`src/design/sdcc_pkg.sv`:
```
// ----------------------------------------------------------------------------
// sdcc_pkg
// Shared types, constants and helpers for the serial drive command controller.
// ----------------------------------------------------------------------------
package sdcc_pkg;

    localparam int BUFFER_DEPTH = 64;
    localparam int POS_W        = 7;
    localparam int NUM_W        = 12;
    localparam logic [NUM_W-1:0] NUM_MAX = 12'd4095;

    localparam logic [1:0] KIND_BYTE = 2'd0;
    localparam logic [1:0] KIND_ECHO = 2'd1;
    localparam logic [1:0] KIND_TICK = 2'd2;

    localparam logic [7:0] CH_AT     = 8'h40;
    localparam logic [7:0] CH_DOLLAR = 8'h24;
    localparam logic [7:0] CH_COMMA  = 8'h2C;
    localparam logic [7:0] CH_PLUS   = 8'h2B;
    localparam logic [7:0] CH_MINUS  = 8'h2D;

    localparam logic [2:0] REG_STOP_PATTERN = 3'd0;
    localparam logic [2:0] REG_STOP_LENGTH  = 3'd1;
    localparam logic [2:0] REG_MIN_POWER    = 3'd2;
    localparam logic [2:0] REG_MIN_CLEAR    = 3'd3;
    localparam logic [2:0] REG_MAX_IDLE     = 3'd4;

    typedef enum logic [1:0] {
        PH_BLANK  = 2'd0,
        PH_SIGN   = 2'd1,
        PH_DIGITS = 2'd2,
        PH_DONE   = 2'd3
    } phase_t;

    typedef struct packed {
        logic [1:0]  kind;
        logic [7:0]  rx_byte;
        logic [19:0] echo_us;
    } in_item_t;

    typedef struct packed {
        logic        steer_left;
        logic        steer_brake;
        logic [8:0]  steer_power;
        logic        drive_reverse;
        logic        drive_brake;
        logic [8:0]  drive_power;
        logic [14:0] clearance_cm;
    } out_item_t;

    // Classified command passed from the front end to the back end.
    typedef enum logic [2:0] {
        OP_NONE  = 3'b001,
        OP_FRAME = 3'b010,
        OP_ECHO  = 3'b100
    } op_t;

    typedef struct packed {
        op_t         op;
        logic        tick;
        logic        stop;
        logic [12:0] lr_num;   // bit 12 = negative
        logic [12:0] fb_num;
        logic [14:0] cm;
    } cmd_t;

    typedef struct packed {
        logic [63:0] stop_pattern;
        logic [3:0]  stop_length;
        logic [8:0]  min_motor_power;
        logic [9:0]  min_clearance_cm;
        logic [15:0] max_idle_ms;
    } cfg_t;

    function automatic logic is_blank(input logic [7:0] c);
        return (c == 8'h20) || (c >= 8'h09 && c <= 8'h0D);
    endfunction

    // Map a parsed number to {dir, power}.
    function automatic logic [9:0] map_power(input logic [12:0] num);
        logic [11:0] v;
        logic [11:0] d;
        v = num[11:0];
        d = 12'd0;
        if (num[12] || v == 12'd0)
            return 10'd0;
        if (v < 12'd512)
        begin
            d = 12'd512 - v;
            return {1'b1, d[9:1]};
        end
        if (v > 12'd512 && v <= 12'd1024)
        begin
            d = v - 12'd512;
            return {1'b0, d[9:1]};
        end
        return 10'd0;
    endfunction

endpackage

```
`src/design/sdcc_regs.sv`:
```
// ----------------------------------------------------------------------------
// sdcc_regs
// APB configuration register file.
// ----------------------------------------------------------------------------
module sdcc_regs
    import sdcc_pkg::*;
(
    input  logic        clk,
    input  logic        rst_n,
    input  logic        psel,
    input  logic        penable,
    input  logic        pwrite,
    input  logic [5:0]  paddr,
    input  logic [63:0] pwdata,
    output logic [63:0] prdata,
    output logic        pready,
    output cfg_t        cfg
);

    cfg_t       cfg_reg;
    logic [2:0] idx;

    assign idx    = paddr[5:3];
    assign pready = 1'b1;
    assign cfg    = cfg_reg;

    always_comb
    begin
        case (idx)
            REG_STOP_PATTERN: prdata = cfg_reg.stop_pattern;
            REG_STOP_LENGTH:  prdata = 64'(cfg_reg.stop_length);
            REG_MIN_POWER:    prdata = 64'(cfg_reg.min_motor_power);
            REG_MIN_CLEAR:    prdata = 64'(cfg_reg.min_clearance_cm);
            REG_MAX_IDLE:     prdata = 64'(cfg_reg.max_idle_ms);
            default:          prdata = '0;
        endcase
    end

    always_ff @(posedge clk or negedge rst_n)
    begin
        if (!rst_n)
        begin
            cfg_reg.stop_pattern     <= 64'd21284;
            cfg_reg.stop_length      <= 4'd2;
            cfg_reg.min_motor_power  <= 9'd0;
            cfg_reg.min_clearance_cm <= 10'd20;
            cfg_reg.max_idle_ms      <= 16'd1000;
        end
        else if (psel && penable && pwrite)
        begin
            case (idx)
                REG_STOP_PATTERN: cfg_reg.stop_pattern     <= pwdata;
                REG_STOP_LENGTH:  cfg_reg.stop_length      <= pwdata[3:0];
                REG_MIN_POWER:    cfg_reg.min_motor_power  <= pwdata[8:0];
                REG_MIN_CLEAR:    cfg_reg.min_clearance_cm <= pwdata[9:0];
                REG_MAX_IDLE:     cfg_reg.max_idle_ms      <= pwdata[15:0];
                default: ;
            endcase
        end
    end

endmodule

```
`config.mk`:
```
export PLATFORM = sky130hd
export DESIGN_NAME = sdcc_regs
export DESIGN_NICKNAME = d
export VERILOG_FILES = /design/src/design/sdcc_pkg.sv /design/src/design/sdcc_regs.sv
export SDC_FILE = /design/constraint.sdc
export NUM_CORES = 1
export LEC_CHECK = 0
export BUFFER_PORTS_ARGS = -buffer_cell sky130_fd_sc_hd__buf_2
export CORE_ASPECT_RATIO = 1.1
export CORE_MARGIN = 4
export CORE_UTILIZATION = 30
export CTS_CLUSTER_DIAMETER = 80
export DETAILED_ROUTE_END_ITERATION = 7
export SLEW_MARGIN = 10
export SYNTH_ARGS = -nofsm -noshare
export SYNTH_HDL_FRONTEND = slang
export SYNTH_SLANG_ARGS = --single-unit
export TNS_END_PERCENT = 10
```
`constraint.sdc`:
```
create_clock -name clk -period 3.17 [get_ports clk]
set_input_delay 0.951 -clock clk [delete_from_list [all_inputs] [get_ports clk]]
set_output_delay 0.951 -clock clk [all_outputs]
set_load 0.005 [all_outputs]
```
==> flow_summary.json, run 1 <==
{
  "power_leakage_nw": 3.42,
  "synth_commonest_cells": "mux2_2, dfrtp_1, and2_1",
  "yosysMostFrequentCell": "mux2_2",
  "cts_hold_buffers": 0,
  "grt_usage": 0.160,
  "synth-main-ff-cell": "dfrtp_1",
  "cpPeakStageDelay_ns": 0.33,
  "ctsResizeCount": 0,
  "grt_start_max_net_pins": 49,
  "startpoint_type": "input port",
  "clkPwrFrac": 0.283,
  "whs_path_depth": 1,
  "end_kind": "output port",
  "largest_register_ffs": 103,
  "tritoncts": "done",
  "root_buffer": "clkbuf_16",
  "drc": 0,
  "drive_gt1_frac": 0.668,
  "fin_nets": 661,
  "critical-path-top-delay-family": "buffers and inverters",
  "setup_violations": 0,
  "final-instance-count-excl-fill": 789,
  "synth_top_area_cell": "dfrtp_1",
  "yosysTopAreaCellShare": 0.466,
  "maxSlewHeadroom": 0.592,
  "p_int_w": 0.00262,
  "rows": 47,
  "rsz0062_at_grt": "no",
  "die-area_mm2": 0.0178,
  "drt-initial-drc-count": 68,
  "dpl.hpwl_mm": 10.9,
  "min_period_ns": 3.02,
  "rr_startpoint": "cfg[66]",
  "finalHoldViolations": 0,
  "cts_max_path_buffers": 2,
  "num_vias": 3711,
  "ios": 243,
  "status": "completed",
  "netSwitchingPower_w": 0.00103,
  "cap_violations": 0,
  "design.core.area_mm2": 0.0152,
  "whs_endpoint": "cfg[39]",
  "multiInputGateArea_mm2": 0.00198,
  "skew_ns": 0,
  "synth_edf_count": 0,
  "crit_path_max_fanout": 11,
  "power_switching_share": 0.283,
  "ys_types": 28,
  "timing.final.crit_share": 0.953,
  "finalSetupTns_ns": 0,
  "overflow": 0,
  "seq_area_mm2": 0.00260,
  "ys_seq_elements": 103,
  "share_comb_of_total_power": 0.225,
  "clock_sinks": 103,
  "rr_worst_depth": 1,
  "routed_via_density": 4.70,
  "min_path_type": "reg2reg",
  "drt-pass1-iter-count": 4,
  "drv_slew": 0,
  "clkTransAtPathRegs_ns": 0.07,
  "fill_cells": 1459,
  "cp.arrival_ns": 2.07,
  "htree_levels": 3,
  "die_width_um": 128,
  "r2r_end": "cfg[66]",
  "async_reset_ff_frac": 1.00,
  "placed_cells": 771,
  "worst_slew_pin_slew_ns": 0.613,
  "io_buffers": 238,
  "cp.required_ns": 2.22,
  "finalWirelength_mm": 14.1,
  "ys_seq_area_frac": 0.549,
  "synth_warnings": 0,
  "initial_core_util": 0.310,
  "grt_pass1_vias": 4077,
  "clkLatencyLatePin_ns": 0.34,
  "ant_nets": 0,
  "synth_area_mm2": 0.00473,
  "rrSetupSlack_ns": 2.36,
  "cts-buffers-inserted": 9,
  "cts_setup_buffers": 0,
  "pwr-share-seq": 0.492,
  "p_per_area_mw_per_mm2": 563,
  "yosys-top-cells-area": "dfrtp_1, mux2_2, dfstp_2, and2_1, mux2i_1",
  "grt_antenna_before_repair": 3,
  "fmax_mhz": 331,
  "slowest_stage": "mux2_2",
  "synthCells": 339,
  "crit_top_cell": "buf_2",
  "syn_nets": 414,
  "area_growth_pct": 37.4,
  "grt_pass1_wl_mm": 22.3,
  "path_buf_inv": 3,
  "crit_type": "in2out",
  "critPathLaunch": "paddr[3]",
  "dieHeight_um": 140,
  "hold_start": "cfg[39]",
  "cp_cell_sequence": "buf_2, buf_4, mux2_2, a21oi_1, o22ai_1, buf_2",
  "vdd.ir_drop.worst_mv": 0.238,
  "place_congestion": 0.828,
  "wire_per_inst_um": 17.9,
  "avgSynthCellArea_um2": 13.9
}
==> worst max path at each step <==
stage                       endpoint  slack, ns  depth (start not counted)
after global placement     prdata[2]       0.16                          6
after global routing       prdata[5]       0.05                          6
after CTS                  prdata[5]       0.14                          6
after floorplan           prdata[16]       0.16                          7
final                      prdata[2]       0.15                          6
after detailed placement   prdata[5]       0.14                          6
==> cells by family after synthesis <==
family / count (synthesis) / synth area share
DFF: 103 / 0.549
AOI/OAI and AO/OA: 23 / 0.0363
muxes: 119 / 0.280
and+or+nand+nor: 72 / 0.101
other: 1 / 0.000794
buffers and inverters: 21 / 0.0318
==> final cells by class <==
cell class | instances | share of cell area
diodes | 2 | 0.000771
clock buffers | 10 | 0.0353
clock inverters | 6 | 0.00713
multi-input cells | 215 | 0.306
flip-flops and latches | 103 | 0.400
well taps | 196 | 0.0378
repair buffers | 257 | 0.214
==> power groups by stage <==
stage | logic, W | registers [W] | clock network [W]
floorplan | 0.000349 | 0.00180 | 0
global placement | 0.000825 | 0.00181 | 0
detailed placement | 0.000844 | 0.00182 | 0
CTS | 0.000844 | 0.00180 | 0.00107
global route | 0.000906 | 0.00185 | 0.00113
finish | 0.000822 | 0.00180 | 0.00103
==> metal layers <==
| layer | routed length, um | vias up | track usage |
|---|---|---|---|
| met2 | 6950 | 168 | 0.264 |
| met1 | 5690 | 1825 | 0.195 |
| li1 | - | 1693 | - |
| met4 | 238 | 4 | 0.0631 |
| met5 | 22 | - | 0 |
| met3 | 1190 | 21 | 0.0491 |
==> cells in the final DEF, fill, tap and decap left out <==
master and count:
nor2b_1 3, clkinvlp_4 2, nor2_8 1, buf_12 4
nor3b_2 1, nor2_1 7, a22oi_1 4, dfrtp_1 88
nand2_1 1, nor2_4 2, dfstp_2 15, mux2_1 5
mux2i_1 12, nand4_1 1, buf_2 237, a21oi_1 4
conb_1 1, nand4b_4 1, o22ai_1 4, clkbuf_1 1
diode_2 2, nor3b_1 5, o2bb2ai_1 6, or2_1 1
a2bb2oi_1 5, clkbuf_16 9, clkinv_2 1, and2_1 48
buf_4 16, inv_6 1, nor2_2 1, mux2_2 102
clkinv_4 2
==> stage by stage <==
stage | instance area (um2) | utilization | power (W) | hold slack, ns | worst slack (ns)
final | 6490 | 0.426 | 0.00365 | 0.505 | 0.149
after global routing | 6490 | 0.426 | 0.00388 | 0.525 | 0.0538
after CTS | 6490 | 0.426 | 0.00372 | 0.504 | 0.136
after detailed placement | 6210 | 0.408 | 0.00266 | 0.489 | 0.144
after global placement | 6210 | 0.408 | 0.00263 | 0.492 | 0.165
after floorplan | 4730 | - | 0.00215 | 0.497 | 0.156
No activity file was read; power rests on OpenSTA's default activity.
==> inputs of run 2 (changes only) <==
BUFFER_PORTS_ARGS = -buffer_cell sky130_fd_sc_hd__buf_4   (was -buffer_cell sky130_fd_sc_hd__buf_2)
==> flow_summary.json, run 2 (synthesis gave the netlist of run 1 again) <==
{
  "status": "completed",
  "clock_sinks": 103,
  "dieHeight_um": 140,
  "final_common_cell": "buf_4",
  "finalSetupTns_ns": 0,
  "finalHoldViolations": 0,
  "clkLatencyLatePin_ns": 0.34,
  "overflow": 0,
  "cts_max_path_buffers": 2,
  "num_vias": 3692,
  "rrSetupSlack_ns": 2.36,
  "ant_nets": 0,
  "root_buffer": "clkbuf_16",
  "p_per_area_mw_per_mm2": 556,
  "timing.final.crit_share": 0.940,
  "drt-pass1-iter-count": 4,
  "place_congestion": 0.749,
  "power_leakage_nw": 3.52,
  "worst_slew_pin_slew_ns": 0.654,
  "ios": 243,
  "cp.arrival_ns": 2.03,
  "num_antenna_cells": 0,
  "multiInputGateArea_mm2": 0.00198,
  "ctsResizeCount": 0,
  "grt_usage": 0.163,
  "drt-initial-drc-count": 104,
  "fill_cells": 1422,
  "cp.required_ns": 2.22,
  "clkTransAtPathRegs_ns": 0.07,
  "finalWirelength_mm": 14.5,
  "seq_area_mm2": 0.00260,
  "drv_slew": 0,
  "end_kind": "output port",
  "final-instance-count-excl-fill": 782,
  "routed_via_density": 4.72,
  "drive_gt1_frac": 0.664,
  "drc": 0,
  "vdd.ir_drop.worst_mv": 0.203,
  "r2r_end": "cfg[81]",
  "cap_violations": 0,
  "die-area_mm2": 0.0178,
  "cts_hold_buffers": 0,
  "initial_core_util": 0.310,
  "rr_startpoint": "cfg[81]",
  "min_path_type": "reg2reg",
  "tritoncts": "done",
  "rows": 47,
  "whs_endpoint": "cfg[55]",
  "whs_ns": 0.528,
  "rr_worst_depth": 1,
  "layout_common_cells": "buf_4, mux2_2, dfrtp_1",
  "skew_ns": 0,
  "rsz0062_at_grt": "no",
  "maxSlewHeadroom": 0.564,
  "fmax_mhz": 336,
  "die_width_um": 128,
  "grt_pass1_vias": 4006,
  "min_period_ns": 2.98,
  "placed_cells": 766,
  "grt_pass1_wl_mm": 22.7,
  "cts-buffers-inserted": 9,
  "crit_type": "in2out",
  "setup_violations": 0,
  "grt_start_max_net_pins": 56,
  "cts_setup_buffers": 0,
  "htree_levels": 3,
  "wire_per_inst_um": 18.6,
  "fin_nets": 656,
  "crit_path_max_fanout": 14,
  "io_buffers": 238,
  "area_growth_pct": 49.1,
  "design.core.area_mm2": 0.0152,
  "startpoint_type": "input port",
  "grt_antenna_before_repair": 0,
  "whs_path_depth": 1,
  "dpl.hpwl_mm": 11.2,
  "largest_register_ffs": 103,
  "hold_start": "cfg[55]"
}
-- run 2: changes by cell type in the layout (fill, tap and decap cells not counted), moves of 2 or more --
| cell | before | now |
|---|---|---|
| buf_2 | 237 | 0 |
| buf_4 | 16 | 249 |
| clkinv_2 | 1 | 3 |
| clkinv_4 | 2 | 0 |
| clkinvlp_4 | 2 | 0 |
| diode_2 | 2 | 0 |
-- run 2: power by group --
group / switching [W] / internal [W] / total [W]
clock network: 0.000471 / 0.000631 / 0.00110
registers: 0.000219 / 0.00160 / 0.00182
logic: 0.000339 / 0.000660 / 0.000999
total: 0.00103 / 0.00289 / 0.00392
-- run 2: routing by layer --
layer,up-vias,part of all wire,track usage,routed length (um)
met5,-,0,0,0
met4,0,0.026,0.0704,376
met3,23,0.092,0.0529,1330
met2,168,0.48,0.262,6930
met1,1821,0.40,0.202,5870
li1,1680,-,-,-
-- run 2: final cells by class --
class / instances / area share
Clock buffer: 12 / 0.0350
Timing Repair Buffer: 252 / 0.274
Tap cell: 196 / 0.0348
Multi-Input combinational cell: 215 / 0.282
Clock inverter: 4 / 0.00639
Sequential cell: 103 / 0.368
-- run 2: worst max path at each step --
stage,startpoint,to,slack [ns]
floorplan,paddr[3],prdata[16],0.16
global placement,paddr[4],prdata[36],0.22
detailed placement,paddr[3],prdata[1],0.20
CTS,paddr[3],prdata[1],0.19
global route,paddr[3],prdata[7],0.1
finish,paddr[3],prdata[1],0.19
-- run 2: worst max-delay path: stages --
cell and delay (ns):
buf_4 0.19, nor2b_1 0.33, a22oi_1 0.15, o22ai_1 0.24, buf_4 0.16
-- run 2: per-stage QoR --
step	worst slack (ns)	power, W	area [um2]	utilization
after floorplan	0.156	0.00215	4730	-
after global placement	0.220	0.00284	6760	0.444
after detailed placement	0.196	0.00286	6760	0.444
after CTS	0.190	0.00399	7050	0.463
after global routing	0.0953	0.00414	7050	0.463
final	0.190	0.00392	7050	0.463
