$ cat config.mk
export PLATFORM = sky130hd
export DESIGN_NAME = sdcc_back
export DESIGN_NICKNAME = d
export VERILOG_FILES = /design/src/design/sdcc_pkg.sv /design/src/design/sdcc_back.sv
export SDC_FILE = /design/constraint.sdc
export NUM_CORES = 1
export LEC_CHECK = 0
export BUFFER_PORTS_ARGS = -buffer_cell sky130_fd_sc_hd__buf_2
export CAP_MARGIN = 20
export CORE_MARGIN = 4
export CORE_UTILIZATION = 55
export CTS_BUF_LIST = sky130_fd_sc_hd__clkbuf_2
export DETAILED_ROUTE_END_ITERATION = 8
export HOLD_SLACK_MARGIN = 0.03
export PLACE_DENSITY = 0.91
export SLEW_MARGIN = 5
export SYNTH_ARGS = -nofsm -noshare
export SYNTH_HDL_FRONTEND = slang
export SYNTH_SLANG_ARGS = --single-unit
$ cat constraint.sdc
create_clock -name clk -period 4.2 [get_ports clk]
set_clock_uncertainty 0.2 [all_clocks]
set_input_delay 1.05 -clock clk [delete_from_list [all_inputs] [get_ports clk]]
set_output_delay 1.05 -clock clk [all_outputs]
set_load 0.005 [all_outputs]
$ cat src/design/sdcc_pkg.sv
// ----------------------------------------------------------------------------
// sdcc_pkg
// Shared types, constants and helpers for the serial drive command controller.
// ----------------------------------------------------------------------------
package sdcc_pkg;

    localparam int BUFFER_DEPTH = 64;
    localparam int POS_W        = 7;
    localparam int NUM_W        = 12;
    localparam logic [NUM_W-1:0] NUM_MAX = 12'd4095;

    localparam logic [1:0] KIND_BYTE = 2'd0;
    localparam logic [1:0] KIND_ECHO = 2'd1;
    localparam logic [1:0] KIND_TICK = 2'd2;

    localparam logic [7:0] CH_AT     = 8'h40;
    localparam logic [7:0] CH_DOLLAR = 8'h24;
    localparam logic [7:0] CH_COMMA  = 8'h2C;
    localparam logic [7:0] CH_PLUS   = 8'h2B;
    localparam logic [7:0] CH_MINUS  = 8'h2D;

    localparam logic [2:0] REG_STOP_PATTERN = 3'd0;
    localparam logic [2:0] REG_STOP_LENGTH  = 3'd1;
    localparam logic [2:0] REG_MIN_POWER    = 3'd2;
    localparam logic [2:0] REG_MIN_CLEAR    = 3'd3;
    localparam logic [2:0] REG_MAX_IDLE     = 3'd4;

    typedef enum logic [1:0] {
        PH_BLANK  = 2'd0,
        PH_SIGN   = 2'd1,
        PH_DIGITS = 2'd2,
        PH_DONE   = 2'd3
    } phase_t;

    typedef struct packed {
        logic [1:0]  kind;
        logic [7:0]  rx_byte;
        logic [19:0] echo_us;
    } in_item_t;

    typedef struct packed {
        logic        steer_left;
        logic        steer_brake;
        logic [8:0]  steer_power;
        logic        drive_reverse;
        logic        drive_brake;
        logic [8:0]  drive_power;
        logic [14:0] clearance_cm;
    } out_item_t;

    // Classified command passed from the front end to the back end.
    typedef enum logic [2:0] {
        OP_NONE  = 3'b001,
        OP_FRAME = 3'b010,
        OP_ECHO  = 3'b100
    } op_t;

    typedef struct packed {
        op_t         op;
        logic        tick;
        logic        stop;
        logic [12:0] lr_num;   // bit 12 = negative
        logic [12:0] fb_num;
        logic [14:0] cm;
    } cmd_t;

    typedef struct packed {
        logic [63:0] stop_pattern;
        logic [3:0]  stop_length;
        logic [8:0]  min_motor_power;
        logic [9:0]  min_clearance_cm;
        logic [15:0] max_idle_ms;
    } cfg_t;

    function automatic logic is_blank(input logic [7:0] c);
        return (c == 8'h20) || (c >= 8'h09 && c <= 8'h0D);
    endfunction

    // Map a parsed number to {dir, power}.
    function automatic logic [9:0] map_power(input logic [12:0] num);
        logic [11:0] v;
        logic [11:0] d;
        v = num[11:0];
        d = 12'd0;
        if (num[12] || v == 12'd0)
            return 10'd0;
        if (v < 12'd512)
        begin
            d = 12'd512 - v;
            return {1'b1, d[9:1]};
        end
        if (v > 12'd512 && v <= 12'd1024)
        begin
            d = v - 12'd512;
            return {1'b0, d[9:1]};
        end
        return 10'd0;
    endfunction

endpackage

$ cat src/design/sdcc_back.sv
// ----------------------------------------------------------------------------
// sdcc_back
// Applies commands to motor state and queues one result per command.
// ----------------------------------------------------------------------------
module sdcc_back
    import sdcc_pkg::*;
(
    input  logic      clk,
    input  logic      rst_n,
    input  logic      cmd_valid,
    output logic      cmd_ready,
    input  cmd_t      cmd,
    input  cfg_t      cfg,
    output logic      empty,
    input  logic      pop,
    output out_item_t dout
);

    out_item_t   st_reg, st_next;
    logic [15:0] idle_reg, idle_next;
    out_item_t   q_reg [2];
    logic [1:0]  cnt_reg;
    logic        rd_reg, wr_reg;
    logic        do_in, do_out;
    logic [9:0]  lm, fm;

    assign empty     = cnt_reg == 2'd0;
    assign dout      = q_reg[rd_reg];
    assign do_out    = pop && !empty;
    assign cmd_ready = (cnt_reg != 2'd2) || do_out;
    assign do_in     = cmd_valid && cmd_ready;
    assign lm        = map_power(cmd.lr_num);
    assign fm        = map_power(cmd.fb_num);

    always_comb
    begin
        st_next   = st_reg;
        idle_next = idle_reg;
        case (cmd.op)
            OP_FRAME:
            begin
                idle_next = '0;
                if (cmd.stop)
                begin
                    st_next.steer_brake = 1'b1;
                    st_next.drive_brake = 1'b1;
                end
                else
                begin
                    if (lm[8:0] > cfg.min_motor_power)
                    begin
                        st_next.steer_left  = lm[9];
                        st_next.steer_brake = 1'b0;
                        st_next.steer_power = lm[8:0];
                    end
                    else
                        st_next.steer_brake = 1'b1;
                    if (fm[8:0] > cfg.min_motor_power)
                    begin
                        st_next.drive_reverse = fm[9];
                        st_next.drive_brake   = 1'b0;
                        st_next.drive_power   = fm[8:0];
                    end
                    else
                        st_next.drive_brake = 1'b1;
                end
            end
            OP_ECHO:
            begin
                st_next.clearance_cm = cmd.cm;
                if (cmd.cm < 15'(cfg.min_clearance_cm))
                begin
                    st_next.steer_brake = 1'b1;
                    st_next.drive_brake = 1'b1;
                end
            end
            default:
            begin
                if (cmd.tick)
                begin
                    if (idle_reg != 16'hFFFF)
                        idle_next = idle_reg + 16'd1;
                    if (idle_next > cfg.max_idle_ms)
                    begin
                        st_next.steer_brake = 1'b1;
                        st_next.drive_brake = 1'b1;
                    end
                end
            end
        endcase
    end

    always_ff @(posedge clk or negedge rst_n)
    begin
        if (!rst_n)
        begin
            st_reg   <= '0;
            idle_reg <= '0;
            cnt_reg  <= '0;
            rd_reg   <= 1'b0;
            wr_reg   <= 1'b0;
        end
        else
        begin
            if (do_in)
            begin
                st_reg   <= st_next;
                idle_reg <= idle_next;
                wr_reg   <= !wr_reg;
            end
            if (do_out)
                rd_reg <= !rd_reg;
            cnt_reg <= cnt_reg + 2'(do_in) - 2'(do_out);
        end
    end

    always_ff @(posedge clk)
    begin
        if (do_in)
            q_reg[wr_reg] <= st_next;
    end

    a_cnt: assert property (@(posedge clk) disable iff (!rst_n)
        cnt_reg <= 2'd2) else $error("result queue overflow");
    a_ptr: assert property (@(posedge clk) disable iff (!rst_n)
        (cnt_reg == 2'd1) |-> (rd_reg != wr_reg)) else $error("queue pointers skewed");
    a_idle: assert property (@(posedge clk) disable iff (!rst_n)
        do_in && cmd.op == OP_FRAME |=> idle_reg == 16'd0) else $error("idle not cleared");

endmodule

==> results.md, run 1 <==
- Status: finished, final reports clean
- Multiplexer area fraction after synthesis: 0.117
- Ports: 192
- Syn avg cell area: 10.8 um^2
- Pin count of the biggest net entering global routing: 58
- Core area: 13300 um^2
- Net Sw Frac: 0.316
- Initial antenna violation count: 0
- Unrepaired setup endpoints after global routing: no
- Post-synth top area share: 0.296
- Share of cells above drive strength 1: 0.373
- All-Layer GR Usage: 0.225
- Lkg Pwr: 4.30 nW
- Vias after detailed routing: 6029
- Max Buffers Root-to-Sink: 2
- Initial Util: 0.565
- Max Freq: 256 MHz
- Simple-gate share of the synthesized area: 0.152
- Antenna Nets Post-Route: 0
- Post-synth ARST share: 0.435
- Final setup viols: 0
- Largest register FFs: 74
- Die width: 125 um
- Remaining DRCs: 0
- YS warnings: 0
- Vias in the first global route: 6042
- Post-CTS resize count: 0
- Worst-Margin Slew: 0.944 ns
- Synth Flop Type: edfxtp_1
- Sw Pwr: 1.26 mW
- Comb pwr share: 0.300
- Netlist Area Pre-Place: 7510 um^2
- Worst-case reg-to-reg path depth: 12
- Syn Inst Count: 693
- Setup slack, reg-to-reg: 0.43 ns
- Post-route clock period utilization: 0.931
- Grt ovf: 0
- CTS Buf Count: 17
- Clock latency on the worst-skew pair: 0.70 ns
- Die Span Y: 125 um
- FF-to-FF Start: idle_reg[0]$_DFFE_PN0P_
- Internal: 2.72 mW
- DRT Wirelength: 17200 um
- Hold Vio Cnt, Final: 0
- CTS tree: built
- Crit path DAT: 4.23 ns
- Routed wire per std cell: 16.0 um
- First DRT Iteration DRCs: 406
- #FFs+latches synth: 131
- Port bufs: 123
- Part of the power in the clock network: 0.217
- Final Cell Area: 9280 um^2
- Fin Hold WS: 0.103 ns
- Clock sinks: 131
- GP Congestion: 0.911
- CTS Root Cell: clkbuf_2
- H-Tree Depth: 4
- Peak VDD IR: 0.000250 V
- Req. time, crit path: 4.52 ns
- Syn nets: 894
- Post-CTS Hold Buffers: 0
- Core Util, Final: 0.698
- PD cells: 428 nW/um^2
- Max_cap viols: 0
- CP Class: primary input to flop
- Sequential power share: 0.484
- Post-synthesis compound-gate area fraction: 0.109
- Post-synthesis xor/xnor area fraction: 0.0187
- RR Endpoint: q_reg[1][35]$_DFFE_PP_
- Synth cell types: 62
- Final Critical Period: 3.91 ns
- First-pass GRT wire length: 28500 um
- Post-Place Cell Area: 8960 um^2
- FP Rows: 42
- Relative slew slack: 0.371
- Largest family of logic cells by synthesized area: simple AND/OR/NAND/NOR gates
- # nets final: 1091
- Worst hold path class: primary input to asynchronous set/reset pin
- Synth area leaders: edfxtp_1, dfrtp_1, mux2_2, ha_1, nand2_1
- DRT Pass-1 Iters: 5
- Register area share after synthesis: 0.486
- Non-filler cells, final: 1079
- Synth Area in Adders: 0.0800
- EDFF count, synth: 74
- Reg clk slew, reported paths: 0.19 ns
- Number of setup buffers added after CTS: 0
- Die area: 15600 um^2
- DP Wirelength: 12800 um
- Crit-path max FO: 8
- Dominant cell type by area after synthesis: edfxtp_1
- Antenna diode count: 0
- Area growth from synthesis to layout: 23.6%
- Post-Place Cells: 1045
- Via density: 5.59
- Startpoint types: primary input
- Max Slew Vio Count: 0
- Setup crit end kind: flop
-- routing by layer --
layer	vias up	global-route usage	routed length [um]
met5	-	0	0
li1	2946	-	-
met1	2870	0.270	7100
met3	35	0.0540	923
met4	0	0.0740	352
met2	178	0.398	8840
-- power by group through the flow --
stage / clock (mW) / combinational, mW / sequential (mW)
CTS: 0.881 / 1.18 / 1.93
global route: 0.935 / 1.32 / 1.96
floorplan: 0 / 0.778 / 1.85
detailed placement: 0 / 1.17 / 1.96
global placement: 0 / 1.12 / 1.93
finish: 0.861 / 1.19 / 1.92
-- critical path: stages --
cell and delay (ns):
buf_2 0.12, inv_1 0.06, ha_2 0.18, nor4b_4 0.23, nand2_1 0.14, a32oi_2 0.35
nor2_4 0.11, a211oi_2 0.24, inv_1 0.12, ha_4 0.29, nand4_1 0.10, o32ai_1 0.24
o211ai_1 0.20, nor2_2 0.21, buf_12 0.15, buf_4 0.15, nor2_1 0.04, a21oi_1 0.24
-- cells in the mapped netlist, drive strengths merged, types with 2 or more instances --
cell type and number:
a311oi 2, or3b 2, o31ai 7, nand2 82, dfrtp 57, a211o 5, nand4 10, nand2b 5
ha 48, nor2b 9, clkbuf 12, a31oi 8, and3b 2, nor3 21, a22oi 4, nor4b 3
a21oi 31, o22a 2, a211oi 6, xnor2 11, mux2 77, a21o 3, or2 2, or4 4
nor3b 4, edfxtp 74, o21ai 31, o22ai 2, and3 14, nor2 39, o211ai 6, nor4 5
nand3 12, a22o 5, xor2 5, a32oi 2, or3 4, inv 53, and2 2, buf 8
and4 5
-- through the flow --
step                      total power, mW  setup slack (ns)  setup TNS (ns)
after floorplan                      2.62            -0.177           -1.13
after global placement               3.05            -0.306          -13.35
after detailed placement             3.13            -0.396          -17.54
after CTS                            3.99             0.390               0
after global routing                 4.22             0.119               0
final                                3.97             0.291               0
-- cell usage in the layout (no fill, tap or decap), drive strengths merged, types with 3 or more instances in the layout --
cell,n
a211o,5
a211oi,6
a21o,3
a21oi,31
a22o,5
a22oi,4
a31oi,8
and3,14
and4,5
buf,198
bufinv,4
clkbuf,18
clkinv,7
clkinvlp,3
dfrtp,57
edfxtp,74
ha,48
inv,53
mux2,77
nand2,82
nand2b,5
nand3,12
nand4,10
nor2,39
nor2b,9
nor3,21
nor3b,4
nor4,5
nor4b,3
o211ai,6
o21ai,31
o31ai,7
or3,4
or4,4
xnor2,11
xor2,5
-- area by class of cell --
class / count / area, um^2
sequential: 131 / 3650
tap: 176 / 220
multi-input combinational: 489 / 3700
clock buffer: 18 / 90.1
clock inverter: 14 / 188
inverter: 53 / 199
fill: 966 / 4020
timing repair buffer: 198 / 1230
-- worst max path at each step --
stage | startpoint | endpoint | slack, ns
after floorplan | cmd[23] | q_reg[0][20]$_DFFE_PP_ | -0.18
after global placement | cmd[29] | q_reg[0][36]$_DFFE_PP_ | -0.31
after detailed placement | cmd[29] | q_reg[1][26]$_DFFE_PP_ | -0.40
after CTS | cmd[29] | q_reg[1][26]$_DFFE_PP_ | 0.39
after global routing | idle_reg[0]$_DFFE_PN0P_ | q_reg[0][35]$_DFFE_PP_ | 0.12
final | cmd[29] | q_reg[1][26]$_DFFE_PP_ | 0.29
-- cell families (layout without fill, tap and decap cells) --
| family | Yosys count | in the layout |
|---|---|---|
| xor gates and xnor gates | 16 | 16 |
| buffers and inverters | 73 | 283 |
| DFF | 131 | 131 |
| AOI/OAI and AO/OA | 121 | 121 |
| adders and majority gates | 48 | 48 |
| and+or+nand+nor | 226 | 226 |
| muxes | 78 | 78 |
Note: power is estimated with default switching activity, not from simulation.
==> run 2, diff against run 1 <==
PLACE_DENSITY = 0.8   (was 0.91)
==> run 2 against run 1 <==
  * Utilization is essentially flat
  * Non-clock buffer count fell by 1
  * Total power shrank 0.13%
  * Worst setup slack worse by 0.15 ns
  * Via count up 2.2%
  * Register-to-register slack got worse by 0.12 ns
  * Clock power down 2.8%
  * Highest routed layer unchanged
==> results.md, run 2 (synthesis results as in run 1) <==
- RR Endpoint: q_reg[0][35]$_DFFE_PP_
- Part of the power in the clock network: 0.211 (-0.006)
- Most frequent cells in the layout: buf_2, nand2_1, edfxtp_1
- Slowest CP cell: mux2_2
- Initial Util: 0.565 (unchanged)
- Unrepaired setup endpoints after global routing: no
- Req. time, crit path: 4.54 ns (+0.02 ns)
- Worst path buffer plus inverter count: 5 (unchanged)
- FP Rows: 42 (unchanged)
- Internal: 2.67 mW (-1.7%)
- Peak VDD IR: 0.000319 V (+28%)
- Comb pwr share: 0.303 (+0.003)
- FF-to-FF Start: idle_reg[0]$_DFFE_PN0P_
- PD cells: 428 nW/um^2 (-0.17%)
- Antenna diode count: 0 (unchanged)
- Max incr delay on CP: 0.35 ns (about the same)
- Initial antenna violation count: 0 (unchanged)
- Die area: 15600 um^2 (unchanged)
- Non-filler cells, final: 1078 (-0.093%)
- Grt ovf: 0 (unchanged)
- DRT Pass-1 Iters: 6 (+1)
- CP Class: primary input to flop
- Sw Pwr: 1.30 mW (+3.2%)
- Final setup viols: 0 (unchanged)
- # nets final: 1090 (-0.092%)
- Worst hold path class: primary input to asynchronous set/reset pin
- Pin count of the biggest net entering global routing: 39 (-33%)
- Remaining DRCs: 0 (unchanged)
- Most common cell after layout, fill and taps aside: buf_2
- Ports: 192 (unchanged)
- CTS Buf Count: 17 (unchanged)
- Core area: 13300 um^2 (unchanged)
- Via density: 5.72 (+2.3%)
- Setup crit end kind: flop
- Final Critical Period: 4.06 ns (+0.154 ns)
- All-Layer GR Usage: 0.232 (+0.00732)
- CTS tree: built
- Max_cap viols: 0 (unchanged)
- Port bufs: 123 (unchanged)
- Crit-path max FO: 11 (+3)
- Vias in the first global route: 6423 (+6.3%)
- Number of setup buffers added after CTS: 0 (unchanged)
- Routed wire per std cell: 16.8 um (+5.2%)
- Vias after detailed routing: 6164 (+2.2%)
- Max Slew Vio Count: 0 (unchanged)
- Worst-case reg-to-reg path depth: 13 (+1)
- CTS Root Cell: clkbuf_2
- Crit path max-delay family: simple AND/OR/NAND/NOR gates
- Die width: 125 um (unchanged)
- Core Util, Final: 0.698 (about the same)
- Status: finished, final reports clean
- First-pass GRT wire length: 29900 um (+4.8%)
- Setup WS pre-CTS: -0.550 ns (-0.154 ns)
- Net Sw Frac: 0.327 (+0.0106)
- Lkg Pwr: 4.29 nW (-0.26%)
- Setup slack, reg-to-reg: 0.31 ns (-0.12 ns)
- Fillers: 971 (+0.52%)
- Final Cell Area: 9280 um^2 (about the same)
- Post-route clock period utilization: 0.967 (+0.0367)
- Worst-Margin Slew: 0.943 ns (-0.000350 ns)
- Reg clk slew, reported paths: 0.23 ns (+0.04 ns)
- GP Congestion: 0.879 (-3.6%)
- Antenna Nets Post-Route: 0 (unchanged)
- H-Tree Depth: 4 (unchanged)
- Post-route setup slack: 0.137 ns (-0.154 ns)
- Post-Place Cell Area: 8940 um^2 (-0.22%)
- Startpoint types: primary input
- Max Buffers Root-to-Sink: 2 (unchanged)
- First DRT Iteration DRCs: 419 (+3.2%)
- Max Freq: 246 MHz (-3.8%)
- Final Power: 3.97 mW (-0.13%)
- DP Wirelength: 13500 um (+5.9%)
- Share of cells above drive strength 1: 0.377 (+0.00374)
- Area growth from synthesis to layout: 23.6% (about the same)
- Largest register FFs: 74 (unchanged)
- Clock sinks: 131 (unchanged)
- Hold Vio Cnt, Final: 0 (unchanged)
- Sequential power share: 0.486 (+0.002)
- Crit path cell chain: buf_2, inv_1, ha_2, nor4b_4, nand2_2, and3b_2, and3_1, a211oi_2, inv_1, ha_1, nand4_1, o32ai_1, o211ai_1, buf_4, nor3_2, buf_4, mux2_2
- FF/Latch Area: 3650 um^2 (unchanged)
- Die Span Y: 125 um (unchanged)
- Relative slew slack: 0.371 (about the same)
- Crit path DAT: 4.41 ns (+0.18 ns)
- Area of the multi-input gates: 3730 um^2 (+0.71%)
- Post-Place Cells: 1044 (-0.096%)
- Clock latency on the worst-skew pair: 0.65 ns (-0.05 ns)
- DRT Wirelength: 18100 um (+5.1%)
run 2: repair_timing:
item                       4_1_cts  5_1_grt
setup endpoints to repair        0       24
hold buffers                     0        0
resized for setup                0        4
run 2: stage by stage:
stage	TNS [ns]	hold WS (ns)
after global placement	-13.55	0.255
after floorplan	-1.13	0.242
after CTS	0	0.260
after detailed placement	-23.32	0.263
final	0	0.278
after global routing	0	0.252
run 2: power by group through the flow:
| stage | clock network (mW) | registers (mW) | logic [mW] |
|---|---|---|---|
| 2_1_floorplan | 0 | 1.85 | 0.778 |
| 3_3_place_gp | 0 | 1.93 | 1.11 |
| 3_5_place_dp | 0 | 1.96 | 1.16 |
| 4_1_cts | 0.843 | 1.93 | 1.17 |
| 5_1_grt | 0.906 | 1.96 | 1.33 |
| 6_report | 0.837 | 1.93 | 1.20 |
run 2: area by class of cell:
| type | count | share of cell area |
|---|---|---|
| multi-input combinational | 489 | 0.402 |
| sequential | 131 | 0.393 |
| timing repair buffer | 197 | 0.131 |
| tap | 176 | 0.0237 |
| inverter | 53 | 0.0214 |
| clock inverter | 14 | 0.0191 |
| clock buffer | 18 | 0.00971 |
run 2: worst max-delay path by stage:
stage                                         to  cells past startpoint               startpoint
after CTS                 st_reg[28]$_DFFE_PN0P_                     17                  cmd[29]
final                     st_reg[28]$_DFFE_PN0P_                     17                  cmd[29]
after global placement    q_reg[0][31]$_DFFE_PP_                     12                  cmd[30]
after floorplan           q_reg[0][20]$_DFFE_PP_                     12                  cmd[23]
after global routing      q_reg[0][35]$_DFFE_PP_                     13  idle_reg[0]$_DFFE_PN0P_
after detailed placement  st_reg[31]$_DFFE_PN0P_                     17                  cmd[29]
run 2: worst register-to-register path, delay by kind of cell (launching register included):
kind                       cells  cell delay (ns)
and+or+nand+nor                7             1.32
adders and majority gates      2             0.55
AOI/OAI and AO/OA              3             0.99
DFF                            1             0.48
xor gates and xnor gates       1             0.17
run 2: layer usage:
metal / share of wire / wire length, um / global-route usage / vias up
met1: 0.40 / 7270 / 0.278 / 2987
met5: 0 / 0 / 0 / -
met2: 0.53 / 9500 / 0.424 / 196
li1: - / - / - / 2942
met3: 0.046 / 836 / 0.0412 / 39
met4: 0.027 / 482 / 0.0740 / 0
==> run 3, diff against run 2 <==
ABC_AREA = 1   (was unset)
clock period = 3.8 ns   (was 4.2 ns; I/O delays follow)
==> run 3 against run 2 <==
  * Die area is 4.9% higher
  * Combinational power is 63% higher
  * Largest cell class is now sequential cells
  * Sequential share of layout area is 0.54 points lower
  * Clock power hardly changed
  * Final area is 1.3% higher
  * Utilization is 2.6 points lower
  * Synthesized cell count is 42% higher
  * Area after synthesis is 5.3% higher
==> results.md, run 3 <==
- Die area: 16300 um^2 (+4.9%)
- Synth cell types: 43 (-31%)
- Largest register FFs: 74 (unchanged)
- Final setup viols: 0 (unchanged)
- Via density: 5.06 (-12%)
- Most common cell after layout, fill and taps aside: nand2_1
- Most frequent cells in the layout: nand2_1, inv_1, buf_2
- FF-to-FF Start: idle_reg[0]$_DFFE_PN0P_
- Sum Neg Setup Slack: 0 ns (unchanged)
- Met2 usage: 0.388 (-0.0355)
- Synth Flop Type: edfxtp_1
- Max Slew Vio Count: 0 (unchanged)
- Max incr delay on CP: 0.28 ns (-0.07 ns)
- Worst-case reg-to-reg path depth: 19 (+6)
- Setup crit end kind: flop
- CTS tree: built
- RR Endpoint: q_reg[1][35]$_DFFE_PP_
- # nets final: 1372 (+26%)
- CP Class: primary input to flop
- Setup slack, reg-to-reg: 0.63 ns (+0.32 ns)
- DRT Pass-1 Iters: 5 (-1)
- Ports: 192 (unchanged)
- Routed wire per std cell: 13.1 um (-22%)
- Final Critical Period: 3.24 ns
- Core area: 14000 um^2 (+5.2%)
- Status: finished, final reports clean
- YS warnings: 0 (unchanged)
- Die Span Y: 128 um (+2.4%)
- Post-synth top area share: 0.281 (-0.0148)
- Grt ovf: 0 (unchanged)
- CTS Root Cell: clkbuf_2
- Unrepaired setup endpoints after global routing: no
- Area growth from synthesis to layout: 19.0%
- Req. time, crit path: 4.04 ns (-0.50 ns)
- Clock sinks: 131 (unchanged)
- Syn avg cell area: 8.04 um^2 (-26%)
- Slowest CP cell: ha_1
- Max_cap viols: 0 (unchanged)
- Syn Inst Count: 983 (+42%)
- Met3 usage in global routing: 0.0383 (-0.00283)
- All-Layer GR Usage: 0.226 (-0.00595)
- Worst-Margin Slew: 0.715 ns (-0.228 ns)
- Register area share after synthesis: 0.462 (-0.0243)
- Post-CTS Hold Buffers: 0 (unchanged)
- FP Rows: 43 (+2.4%)
- Post-synth ARST share: 0.435 (unchanged)
- Post-route clock period utilization: 0.853
- Share of cells above drive strength 1: 0.231 (-0.146)
- Post-CTS resize count: 0 (unchanged)
- Initial Util: 0.565 (about the same)
- First DRT Iteration DRCs: 437 (+4.3%)
- Hold Vio Cnt, Final: 0 (unchanged)
- Crit path DAT: 3.48 ns (-0.93 ns)
- Top-count cell post-synth: nand2_1
- Port bufs: 123 (unchanged)
- EDFF count, synth: 74 (unchanged)
- Synth area leaders: edfxtp_1, dfrtp_1, nand2_1, ha_1, inv_1
- Antenna Nets Post-Route: 0 (unchanged)
- Max Freq: 308 MHz
- Worst hold path class: primary input to asynchronous set/reset pin
- Reg clk slew, reported paths: 0.22 ns (about the same)
- Max Buffers Root-to-Sink: 2 (unchanged)
- Number of setup buffers added after CTS: 0 (unchanged)
- #FFs+latches synth: 131 (unchanged)
- Peak VDD IR: 0.000386 V (+21%)
- DRT Wirelength: 17900 um (-1.0%)
- Worst path buffer plus inverter count: 4 (-1)
- Antenna diode count: 0 (unchanged)
- Initial antenna violation count: 0 (unchanged)
- GP Congestion: 0.870 (-0.99%)
- Crit path cell chain: buf_2, inv_1, ha_1, nand3_1, nor2_2, nand2_1, nand3_2, inv_2, o21ai_0, nand2_1, ha_1, nand2_1, nor2_1, nand3b_1, nand3_1, nand3_2, inv_2, nand3_1, and2_1
- PD cells: 538 nW/um^2 (+26%)
- Syn nets: 1184 (+32%)
- H-Tree Depth: 4 (unchanged)
- Die width: 128 um (+2.4%)
- Crit-path max FO: 16 (+5)
- Startpoint types: primary input
- Crit path max-delay family: simple AND/OR/NAND/NOR gates
- Fillers: 1193 (+23%)
- Clock latency on the worst-skew pair: 0.69 ns (+0.04 ns)
- DP Wirelength: 13600 um (+0.36%)
- Vias after detailed routing: 6897 (+12%)
- Vias in the first global route: 6635 (+3.3%)
- Fin Hold WS: 0.0629 ns (-0.215 ns)
- Netlist Area Pre-Place: 7900 um^2 (+5.3%)
- Dominant cell type by area after synthesis: edfxtp_1
- Pin count of the biggest net entering global routing: 41 (+5.1%)
- Lkg Pwr: 4.94 nW (+15%)
- Most Crowded Layer GR: met2
- M1 GR Usage: 0.295 (+0.0167)
- Relative slew slack: 0.523 (+0.151)
- First-pass GRT wire length: 30000 um (+0.44%)
- Remaining DRCs: 0 (unchanged)
- Most frequent cells after synthesis: nand2_1, inv_1, edfxtp_1, dfrtp_1, nand3_1
- CTS Buf Count: 17 (unchanged)
==> run 3: routing by layer <==
| layer | share of wire | up-vias |
|---|---|---|
| met5 | 0 | - |
| met4 | 0.018 | 0 |
| met3 | 0.044 | 31 |
| met2 | 0.50 | 150 |
| met1 | 0.44 | 3160 |
| li1 | - | 3556 |
==> run 3: logic make-up (layout without fill, tap and decap cells) <==
logic type / after synthesis / after routing / synth area share
AND/OR/NAND/NOR: 537 / 537 / 0.303
adder cells (fa/ha/maj): 48 / 48 / 0.0760
buffers and inverters: 162 / 363 / 0.0790
XOR/XNOR: 17 / 17 / 0.0198
AO/OA/AOI/OAI: 88 / 88 / 0.0605
flip-flops: 131 / 131 / 0.462
==> run 3: worst register-to-register path, cell delays in order, from the launching register on <==
cell and delay, ns:
dfrtp_1 0.43, ha_1 0.23, nand3_2 0.10, nor3_4 0.30, nand3_2 0.29, o21ai_0 0.30
inv_1 0.09, ha_1 0.30, nand2_1 0.07, nand2_1 0.05, nand2_1 0.05, nand2_1 0.06
nand2_1 0.05, nand2_1 0.05, nand2_1 0.05, nand2_1 0.04, nand2_1 0.10, nand2_1 0.06
nand2_1 0.06, nand2_1 0.07
==> run 3: worst max path at each step <==
stage,from,end,slack (ns),cells after the start
6_report,cmd[15],q_reg[0][15]$_DFFE_PP_,0.56,19
2_1_floorplan,pop,q_reg[0][0]$_DFFE_PP_,0.18,5
3_5_place_dp,cmd[15],q_reg[0][15]$_DFFE_PP_,-0.14,19
4_1_cts,rd_reg$_DFFE_PN0P_,dout[30],0.55,4
5_1_grt,cmd[15],q_reg[0][15]$_DFFE_PP_,0.32,19
3_3_place_gp,cmd[15],q_reg[1][15]$_DFFE_PP_,-0.11,19
==> run 3: layout make-up <==
class	instances	area (um^2)	share of cell area
Sequential cell	131	3650	0.388
Multi-Input combinational cell	690	3650	0.388
Timing Repair Buffer	190	1120	0.119
Inverter	141	531	0.0564
Tap cell	180	225	0.0239
Clock inverter	14	143	0.0152
Clock buffer	18	90.1	0.00958
==> run 3: metrics by stage <==
| stage | power [mW] | area [um^2] | setup slack, ns | utilization | std cells |
|---|---|---|---|---|---|
| 6_report | 5.05 | 9400 | 0.558 | 0.672 | 1364 |
| 5_1_grt | 5.47 | 9400 | 0.321 | 0.672 | 1364 |
| 4_1_cts | 5.09 | 9400 | 0.548 | 0.672 | 1364 |
| 3_5_place_dp | 4.26 | 9170 | -0.144 | 0.656 | 1332 |
| 3_3_place_gp | 4.17 | 9170 | -0.108 | 0.656 | 1332 |
| 2_1_floorplan | 3.53 | 7900 | 0.179 | - | 983 |
==> run 3: power by group <==
group | switching [mW] | internal (mW)
registers | 0.192 | 2.08
clock network | 0.581 | 0.259
logic | 1.21 | 0.735
total | 1.98 | 3.07
